==> src/rtl/gbhc_pkg.sv <==
`timescale 1ns / 1ps
// Shared types and constants of the ground bin height classifier.
// No dependencies; imported by every module of the block.
package gbhc_pkg;

	// Q0.16 Gaussian weights, sigma 1
	localparam logic [15:0] W_SIDE   = 16'd17961;
	localparam logic [15:0] W_CENTER = 16'd29613;
	localparam int          Q_FRAC   = 16;

	// register reset values, millimeters
	localparam int RST_LOW_LIMIT  = -2000;
	localparam int RST_HIGH_LIMIT = -1400;
	localparam int RST_STEP_LIMIT = 400;
	localparam int RST_SENSOR     = 1700;

	localparam int CFG_IDX_BITS = 2;

	typedef enum logic [CFG_IDX_BITS-1:0] {
		REG_LOW_LIMIT  = 2'd0,
		REG_HIGH_LIMIT = 2'd1,
		REG_STEP_LIMIT = 2'd2,
		REG_SENSOR     = 2'd3
	} cfg_reg_t;

	// what the back end does with one queued window
	typedef enum logic [1:0] {
		CMD_SINGLE  = 2'd0,  // one-bin segment: one result, no neighbors
		CMD_MID     = 2'd1,  // result for the pending bin
		CMD_MID_END = 2'd2   // pending bin, then the last bin of the segment
	} cmd_kind_t;

	typedef struct packed {
		logic full;
		logic empty;
	} q_stat_t;

endpackage

==> src/rtl/gbhc_front.sv <==
`timescale 1ns / 1ps
// Front end: accepts bins, clamps heights, tracks the segment window and
// queues one command per window. Depends on gbhc_pkg.
module gbhc_front import gbhc_pkg::*; #(
	parameter int HEIGHT_BITS = 16
) (
	input  logic                          clk,
	input  logic                          arst_n,
	input  logic                          s_tvalid,
	output logic                          s_tready,
	input  logic signed [HEIGHT_BITS-1:0] min_height,
	input  logic                          segment_end,
	input  logic signed [HEIGHT_BITS-1:0] low_limit,
	input  logic signed [HEIGHT_BITS-1:0] high_limit,
	input  logic signed [HEIGHT_BITS-1:0] sensor_level,
	input  q_stat_t                       q_stat,
	output logic                          push,
	output logic [3*HEIGHT_BITS+2:0]      cmd
);

	typedef enum logic [1:0] {
		SEEN_NONE = 2'd0,
		SEEN_ONE  = 2'd1,
		SEEN_TWO  = 2'd2
	} seen_t;

	seen_t                         seen_q;
	logic signed [HEIGHT_BITS-1:0] older_q;
	logic signed [HEIGHT_BITS-1:0] pend_q;
	logic signed [HEIGHT_BITS-1:0] h;
	logic                          accept;
	cmd_kind_t                     kind;

	assign s_tready = !q_stat.full;
	assign accept   = s_tvalid && s_tready;

	always_comb begin
		priority if (min_height > low_limit && min_height < high_limit) begin
			h = min_height;
		end else if (min_height >= high_limit) begin
			h = sensor_level;
		end else begin
			h = low_limit;
		end
	end

	always_comb begin
		if (seen_q == SEEN_NONE) begin
			kind = CMD_SINGLE;
		end else if (segment_end) begin
			kind = CMD_MID_END;
		end else begin
			kind = CMD_MID;
		end
	end

	assign push = accept && (seen_q != SEEN_NONE || segment_end);
	assign cmd  = {kind, (seen_q == SEEN_TWO), older_q, pend_q, h};

	always_ff @(posedge clk or negedge arst_n) begin
		if (!arst_n) begin
			seen_q  <= SEEN_NONE;
			older_q <= '0;
			pend_q  <= '0;
		end else if (accept) begin
			if (segment_end) begin
				seen_q  <= SEEN_NONE;
				older_q <= '0;
				pend_q  <= '0;
			end else begin
				seen_q  <= (seen_q == SEEN_NONE) ? SEEN_ONE : SEEN_TWO;
				older_q <= pend_q;
				pend_q  <= h;
			end
		end
	end

endmodule

==> src/rtl/gbhc_fifo.sv <==
`timescale 1ns / 1ps
// Short command queue between front and back end.
// Depends on gbhc_pkg for the status struct.
module gbhc_fifo import gbhc_pkg::*; #(
	parameter int WIDTH = 51,
	parameter int DEPTH = 4
) (
	input  logic             clk,
	input  logic             arst_n,
	input  logic             push,
	input  logic [WIDTH-1:0] wdata,
	input  logic             pop,
	output logic [WIDTH-1:0] rdata,
	output q_stat_t          stat
);

	localparam int PW = (DEPTH > 1) ? $clog2(DEPTH) : 1;
	localparam int CW = $clog2(DEPTH + 1);

	logic [WIDTH-1:0] mem_q [DEPTH];
	logic [PW-1:0]    wptr_q;
	logic [PW-1:0]    rptr_q;
	logic [CW-1:0]    count_q;
	logic             do_push;
	logic             do_pop;

	assign stat.full  = (count_q == CW'(DEPTH));
	assign stat.empty = (count_q == '0);
	assign do_push    = push && !stat.full;
	assign do_pop     = pop && !stat.empty;
	assign rdata      = mem_q[rptr_q];

	always_ff @(posedge clk) begin
		if (do_push) begin
			mem_q[wptr_q] <= wdata;
		end
	end

	always_ff @(posedge clk or negedge arst_n) begin
		if (!arst_n) begin
			wptr_q  <= '0;
			rptr_q  <= '0;
			count_q <= '0;
		end else begin
			if (do_push) begin
				wptr_q <= (wptr_q == PW'(DEPTH - 1)) ? '0 : wptr_q + 1'b1;
			end
			if (do_pop) begin
				rptr_q <= (rptr_q == PW'(DEPTH - 1)) ? '0 : rptr_q + 1'b1;
			end
			if (do_push && !do_pop) begin
				count_q <= count_q + 1'b1;
			end else if (do_pop && !do_push) begin
				count_q <= count_q - 1'b1;
			end
		end
	end

endmodule

==> src/rtl/gbhc_back.sv <==
`timescale 1ns / 1ps
// Back end: expands queued windows into results, smooths, takes the step and
// classifies in three stages ending in the output register. Depends on gbhc_pkg.
module gbhc_back import gbhc_pkg::*; #(
	parameter int HEIGHT_BITS = 16
) (
	input  logic                          clk,
	input  logic                          arst_n,
	input  logic [3*HEIGHT_BITS+2:0]      cmd,
	input  q_stat_t                       q_stat,
	output logic                          pop,
	input  logic signed [HEIGHT_BITS-1:0] high_limit,
	input  logic signed [HEIGHT_BITS:0]   step_limit,
	output logic                          m_tvalid,
	input  logic                          m_tready,
	output logic signed [HEIGHT_BITS-1:0] clamped_height,
	output logic signed [HEIGHT_BITS-1:0] smoothed_height,
	output logic signed [HEIGHT_BITS:0]   height_step,
	output logic                          is_ground,
	output logic                          last_of_segment
);

	localparam int HB = HEIGHT_BITS;
	localparam int SB = HEIGHT_BITS + 1;
	localparam int PW = HEIGHT_BITS + 17;
	localparam int AW = PW + 2;
	localparam logic signed [16:0]   WS = $signed({1'b0, W_SIDE});
	localparam logic signed [16:0]   WC = $signed({1'b0, W_CENTER});
	localparam logic signed [AW-1:0] HALF = AW'(1) <<< (Q_FRAC - 1);

	// queued window
	cmd_kind_t         kind;
	logic              has_older;
	logic signed [HB-1:0] older, pend, cur;

	assign kind      = cmd_kind_t'(cmd[3*HB+2:3*HB+1]);
	assign has_older = cmd[3*HB];
	assign older     = cmd[3*HB-1:2*HB];
	assign pend      = cmd[2*HB-1:HB];
	assign cur       = cmd[HB-1:0];

	logic sub_q;  // second result of a segment-end window
	logic en1, en2, en3;

	logic signed [HB-1:0] ctr_d, prv_d, nxt_d;
	logic                 hp_d, hn_d, last_d;

	logic                 v1_s1;
	logic signed [PW-1:0] pc_s1, pp_s1, pn_s1;
	logic signed [HB-1:0] ctr_s1, prv_s1, nxt_s1;
	logic                 hp_s1, hn_s1, last_s1;

	logic                 v2_s2;
	logic signed [HB-1:0] ctr_s2, sm_s2;
	logic signed [SB-1:0] step_s2;
	logic                 last_s2;

	logic signed [AW-1:0] acc;
	logic signed [SB-1:0] diff_b, diff_f, step_d;

	assign en3 = !m_tvalid || m_tready;
	assign en2 = !v2_s2 || en3;
	assign en1 = !v1_s1 || en2;
	assign pop = !q_stat.empty && en1 && (kind != CMD_MID_END || sub_q);

	always_comb begin
		ctr_d  = cur;
		prv_d  = '0;
		nxt_d  = '0;
		hp_d   = 1'b0;
		hn_d   = 1'b0;
		last_d = 1'b1;
		unique case (kind)
			CMD_MID: begin
				ctr_d  = pend;
				prv_d  = older;
				nxt_d  = cur;
				hp_d   = has_older;
				hn_d   = 1'b1;
				last_d = 1'b0;
			end
			CMD_MID_END: begin
				if (!sub_q) begin
					ctr_d  = pend;
					prv_d  = older;
					nxt_d  = cur;
					hp_d   = has_older;
					hn_d   = 1'b1;
					last_d = 1'b0;
				end else begin
					ctr_d = cur;
					prv_d = pend;
					hp_d  = 1'b1;
				end
			end
			default: begin
				ctr_d = cur;
			end
		endcase
	end

	// stage 1: weight products
	always_ff @(posedge clk or negedge arst_n) begin
		if (!arst_n) begin
			v1_s1 <= 1'b0;
			sub_q <= 1'b0;
		end else if (en1) begin
			v1_s1 <= !q_stat.empty;
			if (!q_stat.empty && kind == CMD_MID_END) begin
				sub_q <= !sub_q;
			end
		end
	end

	// signed zero keeps the products signed
	always_ff @(posedge clk) begin
		if (en1) begin
			pc_s1   <= ctr_d * WC;
			pp_s1   <= hp_d ? prv_d * WS : PW'(0);
			pn_s1   <= hn_d ? nxt_d * WS : PW'(0);
			ctr_s1  <= ctr_d;
			prv_s1  <= prv_d;
			nxt_s1  <= nxt_d;
			hp_s1   <= hp_d;
			hn_s1   <= hn_d;
			last_s1 <= last_d;
		end
	end

	// stage 2: sum, round half up, neighbor step
	always_comb begin
		acc    = AW'(pc_s1) + AW'(pp_s1) + AW'(pn_s1) + HALF;
		diff_b = SB'(ctr_s1) - SB'(prv_s1);
		diff_f = SB'(ctr_s1) - SB'(nxt_s1);
		if (hp_s1 && hn_s1) begin
			step_d = (diff_b > diff_f) ? diff_b : diff_f;
		end else if (hp_s1) begin
			step_d = diff_b;
		end else if (hn_s1) begin
			step_d = diff_f;
		end else begin
			step_d = '0;
		end
	end

	always_ff @(posedge clk or negedge arst_n) begin
		if (!arst_n) begin
			v2_s2 <= 1'b0;
		end else if (en2) begin
			v2_s2 <= v1_s1;
		end
	end

	always_ff @(posedge clk) begin
		if (en2) begin
			ctr_s2  <= ctr_s1;
			sm_s2   <= acc[Q_FRAC+HB-1:Q_FRAC];
			step_s2 <= step_d;
			last_s2 <= last_s1;
		end
	end

	// stage 3: classification into the output register
	always_ff @(posedge clk or negedge arst_n) begin
		if (!arst_n) begin
			m_tvalid <= 1'b0;
		end else if (en3) begin
			m_tvalid <= v2_s2;
		end
	end

	always_ff @(posedge clk) begin
		if (en3) begin
			clamped_height  <= ctr_s2;
			smoothed_height <= sm_s2;
			height_step     <= step_s2;
			is_ground       <= (step_s2 < step_limit) &&
			                   (sm_s2 < high_limit || ctr_s2 < high_limit);
			last_of_segment <= last_s2;
		end
	end

endmodule

==> src/rtl/ground_bin_height_classifier.sv <==
`timescale 1ns / 1ps
// Ground bin height classifier: one item per clock in, one result per clock
// out while the output is not held off. A bin's window is queued once the
// following bin of its segment is taken; a segment's last bin releases the
// pending result, if any, then its own. Since the first bin of a segment
// queues nothing the three-stage back end keeps pace with one item per clock.
// A four-entry command queue sits between the input front end and the back
// end, so s_tready drops only once the output has been held off long enough
// to fill it. Configuration is taken in any cycle (cfg_ready is always high)
// and must only change while the block is idle. Depends on gbhc_pkg,
// gbhc_front, gbhc_fifo and gbhc_back.
module ground_bin_height_classifier import gbhc_pkg::*; #(
	parameter int HEIGHT_BITS = 16
) (
	input  logic                                 clk,
	input  logic                                 arst_n,
	// slave: [HEIGHT_BITS-1:0] min_height
	input  logic                                 s_tvalid,
	output logic                                 s_tready,
	input  logic [((HEIGHT_BITS+7)/8)*8-1:0]     s_tdata,
	input  logic                                 s_tlast,      // segment_end
	// master: clamped_height, smoothed_height, height_step (low to high)
	output logic                                 m_tvalid,
	input  logic                                 m_tready,
	output logic [((3*HEIGHT_BITS+8)/8)*8-1:0]   m_tdata,
	output logic                                 m_tuser,      // is_ground
	output logic                                 m_tlast,      // last_of_segment
	// configuration writes
	input  logic                                 cfg_valid,
	output logic                                 cfg_ready,
	input  logic [CFG_IDX_BITS-1:0]              cfg_index,
	input  logic [HEIGHT_BITS:0]                 cfg_data
);

	localparam int HB     = HEIGHT_BITS;
	localparam int CMD_W  = 3 * HEIGHT_BITS + 3;
	localparam int OUT_TW = ((3 * HEIGHT_BITS + 8) / 8) * 8;

	logic signed [HB-1:0] low_q, high_q, sensor_q;
	logic signed [HB:0]   step_lim_q;

	q_stat_t              q_stat;
	logic                 push, pop;
	logic [CMD_W-1:0]     cmd_in, cmd_out;

	logic signed [HB-1:0] clamped, smoothed;
	logic signed [HB:0]   step;

	assign cfg_ready = 1'b1;

	always_ff @(posedge clk or negedge arst_n) begin
		if (!arst_n) begin
			low_q      <= HB'(RST_LOW_LIMIT);
			high_q     <= HB'(RST_HIGH_LIMIT);
			step_lim_q <= (HB + 1)'(RST_STEP_LIMIT);
			sensor_q   <= HB'(RST_SENSOR);
		end else if (cfg_valid && cfg_ready) begin
			unique case (cfg_reg_t'(cfg_index))
				REG_LOW_LIMIT:  low_q      <= cfg_data[HB-1:0];
				REG_HIGH_LIMIT: high_q     <= cfg_data[HB-1:0];
				REG_STEP_LIMIT: step_lim_q <= cfg_data;
				REG_SENSOR:     sensor_q   <= cfg_data[HB-1:0];
			endcase
		end
	end

	gbhc_front #(.HEIGHT_BITS(HB)) u_front (
		.clk           (clk),
		.arst_n        (arst_n),
		.s_tvalid      (s_tvalid),
		.s_tready      (s_tready),
		.min_height    (s_tdata[HB-1:0]),
		.segment_end   (s_tlast),
		.low_limit     (low_q),
		.high_limit    (high_q),
		.sensor_level  (sensor_q),
		.q_stat        (q_stat),
		.push          (push),
		.cmd           (cmd_in)
	);

	gbhc_fifo #(.WIDTH(CMD_W), .DEPTH(4)) u_fifo (
		.clk    (clk),
		.arst_n (arst_n),
		.push   (push),
		.wdata  (cmd_in),
		.pop    (pop),
		.rdata  (cmd_out),
		.stat   (q_stat)
	);

	gbhc_back #(.HEIGHT_BITS(HB)) u_back (
		.clk             (clk),
		.arst_n          (arst_n),
		.cmd             (cmd_out),
		.q_stat          (q_stat),
		.pop             (pop),
		.high_limit      (high_q),
		.step_limit      (step_lim_q),
		.m_tvalid        (m_tvalid),
		.m_tready        (m_tready),
		.clamped_height  (clamped),
		.smoothed_height (smoothed),
		.height_step     (step),
		.is_ground       (m_tuser),
		.last_of_segment (m_tlast)
	);

	assign m_tdata = OUT_TW'({step, smoothed, clamped});

endmodule

==> config.mk <==
export PLATFORM = sky130hd
export DESIGN_NAME = ground_bin_height_classifier
export DESIGN_NICKNAME = d
export VERILOG_FILES = /design/src/rtl/gbhc_pkg.sv /design/src/rtl/gbhc_front.sv /design/src/rtl/gbhc_fifo.sv /design/src/rtl/gbhc_back.sv /design/src/rtl/ground_bin_height_classifier.sv
export SDC_FILE = /design/constraint.sdc
export NUM_CORES = 2
export LEC_CHECK = 0
export ABC_AREA = 1
export BUFFER_PORTS_ARGS = -buffer_cell sky130_fd_sc_hd__buf_4
export CELL_PAD_IN_SITES_DETAIL_PLACEMENT = 1
export CELL_PAD_IN_SITES_GLOBAL_PLACEMENT = 1
export CORE_ASPECT_RATIO = 0.8
export CORE_MARGIN = 1.5
export CORE_UTILIZATION = 54
export DETAILED_ROUTE_END_ITERATION = 10
export MAX_ROUTING_LAYER = met4
export PLACE_DENSITY = 0.95
export RECOVER_POWER = 50
export SYNTH_ARGS = -nofsm -noshare
export SYNTH_HDL_FRONTEND = slang
export SYNTH_HIERARCHICAL = 1
export SYNTH_SLANG_ARGS = --single-unit
==> constraint.sdc <==
create_clock -name clk -period 21.1 [get_ports clk]
set_input_delay 0 -clock clk [delete_from_list [all_inputs] [get_ports clk]]
set_output_delay 0 -clock clk [all_outputs]
set_load 0.03 [all_outputs]
==> metrics <==
status finished with violations; failing checks capacitance limit, slew limit; min-delay worst type input pin to flip-flop; Worst-Margin Slew 4.49 ns; Post-Syn Area approximately 45000 µm²; vias per cell roughly 6.3; cells after synthesis 5014; ys async rst share 0.196; crit start category flip-flop; Unique masters post-synth 60; pin count of the biggest net entering global routing 73; fmax around 0.099 GHz; Post-Syn Area per Cell between 8 and 9 µm²; DRT Pass-1 Iters 8; final-report setup violation count 0; vias between 30000 and 40000; total congestion overflow 0; CP endpoint u_back/pp_s1[22]; Register Area 16300 µm²; reg2reg setup slack 11.03 ns; Post-Route WL 177000 µm; Setup crit start u_fifo/rptr_q[0]; Port Buffers 93; post-route ant nets 0; placed cell area about 47000 µm²; Reg2Reg Depth 24; detailed placement HPWL 124000 µm; #FFs+latches synth 560; std cell rows 94; initial core utilization 0.546; Final Hold Vio Count 0; Yosys Warn Count 6; RR Startpoint u_fifo/rptr_q[0]; reg2reg end u_back/pp_s1[22]; Ports a little over 100; commonest non-fill, non-tap cell in the layout nand2_1; clock buffer depth 3; fin. max-slew vios 473; M2 GR Usage 0.659; CP Data Arrival Time approximately 10 ns; met3 GRT Util 0.107; most frequent cells in the layout nand2_1, inv_1, ha_1; share of cells above drive strength 1 0.0587; Nets between 5000 and 6000; initial antenna violation count 9; Crit. End Element flip-flop; WS Path Type flip-flop to flip-flop; CTS sink count 560; register area share after synthesis 0.362; GR Layer Usage met1 0.503; vias in the first global route between 40000 and 50000; initial detailed-routing violation count 4671; first-pass GRT wire length approximately 260000 µm; Final Wtd Congestion 1.02; top_reg_cell synth edfxtp_1; GRT Overall Usage 0.426; hold_ws approximately 0.18 ns; Fill cells ~9500; period utilization 0.477; max-cap viol count 10; P&R area growth vs syn 8.83%; cts bufs inserted 61; Die Span Y roughly 260 µm; CTS Root Buffer Type clkbuf_16; gr busiest metal met2; crit-path max FO 67; fin area between 40000 and 50000 µm²; setup TNS 0 ns; clock slew at reported path FFs roughly 0.10 ns; Die ar. roughly 85000 µm²; DR WL/cell ~28 µm; # DRC 0; Setup Buffers After CTS 0; DIE WIDTH about 330 µm; CTS tree yes; Post-synth EDFFs 450; Slew HR -1.99; Clock Skew between 0.04 and 0.05 ns; multi-input logic area roughly 24000 µm²; Core Area approximately 80000 µm²; post-route minimum period 10.07 ns; Critical Path RT 21.49 ns; Skew-Pair Late Insertion Delay 0.71 ns; H-tree depth 2; RSZ-0062 raised after global routing no
-- stage by stage --
step	instances	setup slack, ns	util
finish	6315	11.03	0.595
global route	6311	10.75	0.595
CTS	6302	12.60	0.598
floorplan	5020	14.01	-
global placement	6136	13.21	0.566
detailed placement	6136	12.77	0.566
-- synthesized netlist by cell type (43+ instances only) --
cell,number,area [µm²]
nand4_1,116,726
edfxtp_1,450,13500
o21ai_0,112,561
buf_2,43,215
nand2_1,1148,4310
a21oi_1,230,1150
xor2_1,76,666
o211ai_1,55,413
nand3_1,242,1210
fa_1,237,4740
inv_1,940,3530
dfrtp_1,87,2180
nor2_1,290,1090
ha_1,526,6580
o211ai_2,51,638
-- worst min path at each step --
stage	startpoint	endpoint	cells past startpoint
6_report	cfg_data[3]	high_q[3]	4
3_5_place_dp	arst_n	u_front/pend_q[9]	1
5_1_grt	cfg_data[5]	sensor_q[5]	4
3_3_place_gp	arst_n	u_fifo/count_q[1]	1
2_1_floorplan	arst_n	high_q[0]	0
4_1_cts	m_tready	u_back/m_tvalid	5
-- cells by family (layout without fill, tap and decap cells) --
kind of cell | Yosys count | count (layout) | share of synthesized area
adder cells (fa/ha/maj) | 764 | 764 | 0.252
buffers and inverters | 1066 | 1244 | 0.0967
AND/OR/NAND/NOR | 1918 | 1918 | 0.182
AO/OA/AOI/OAI | 593 | 593 | 0.0866
other | 3 | 22 | 0.000250
multiplexers | 1 | 1 | 0.000222
flip-flops | 560 | 560 | 0.362
XOR/XNOR | 109 | 109 | 0.0212
-- registers in the layout, indices dropped and copies added (netlist names), 17 cells and up --
signal	count
u_fifo/mem_q	204
step_lim_q	17
u_back/pn_s1	32
u_back/height_step	17
u_back/step_s2	17
u_back/pc_s1	32
u_back/pp_s1	32
-- routing by layer --
layer	share of wire	wire length, µm
met2	0.45	79000
met5	0	0
met1	0.37	64500
met3	0.11	20000
met4	0.075	13200
-- cell type report --
type	instances	share of cell area
Inverter	956	0.0733
Clock inverter	53	0.0119
Multi-Input combinational cell	3394	0.498
Antenna cell	13	0.000664
Clock buffer	63	0.0313
Sequential cell	560	0.332
Timing Repair Buffer	172	0.0242
Tap cell	1104	0.0282
-- worst max-delay path, cell delays in order (launching register included) --
cell and delay, ns:
dfrtp_1 1.92, o211ai_1 0.32, nand2_1 0.20, inv_1 0.08
ha_1 0.49, inv_1 0.53, nand2_8 0.35, inv_2 0.70
a32o_1 0.69, ha_1 0.40, inv_1 0.17, fa_1 0.52
fa_1 0.55, fa_1 0.43, fa_1 0.51, inv_1 0.05
ha_1 0.36, nand2_1 0.14, nor2_1 0.17, inv_1 0.09
nor2_1 0.21, nand4_1 0.13, nand4_1 0.13, nor2_1 0.05
nor2_1 0.46
-- what timing repair did --
item,in CTS,in global routing
endpoints found under the hold margin,192,0
hold buffers,50,0
resized for setup,0,0
Power is left out: the tool's default activity adds up to more than one toggle a clock period on the data nets, which glitch-free logic cannot reach.
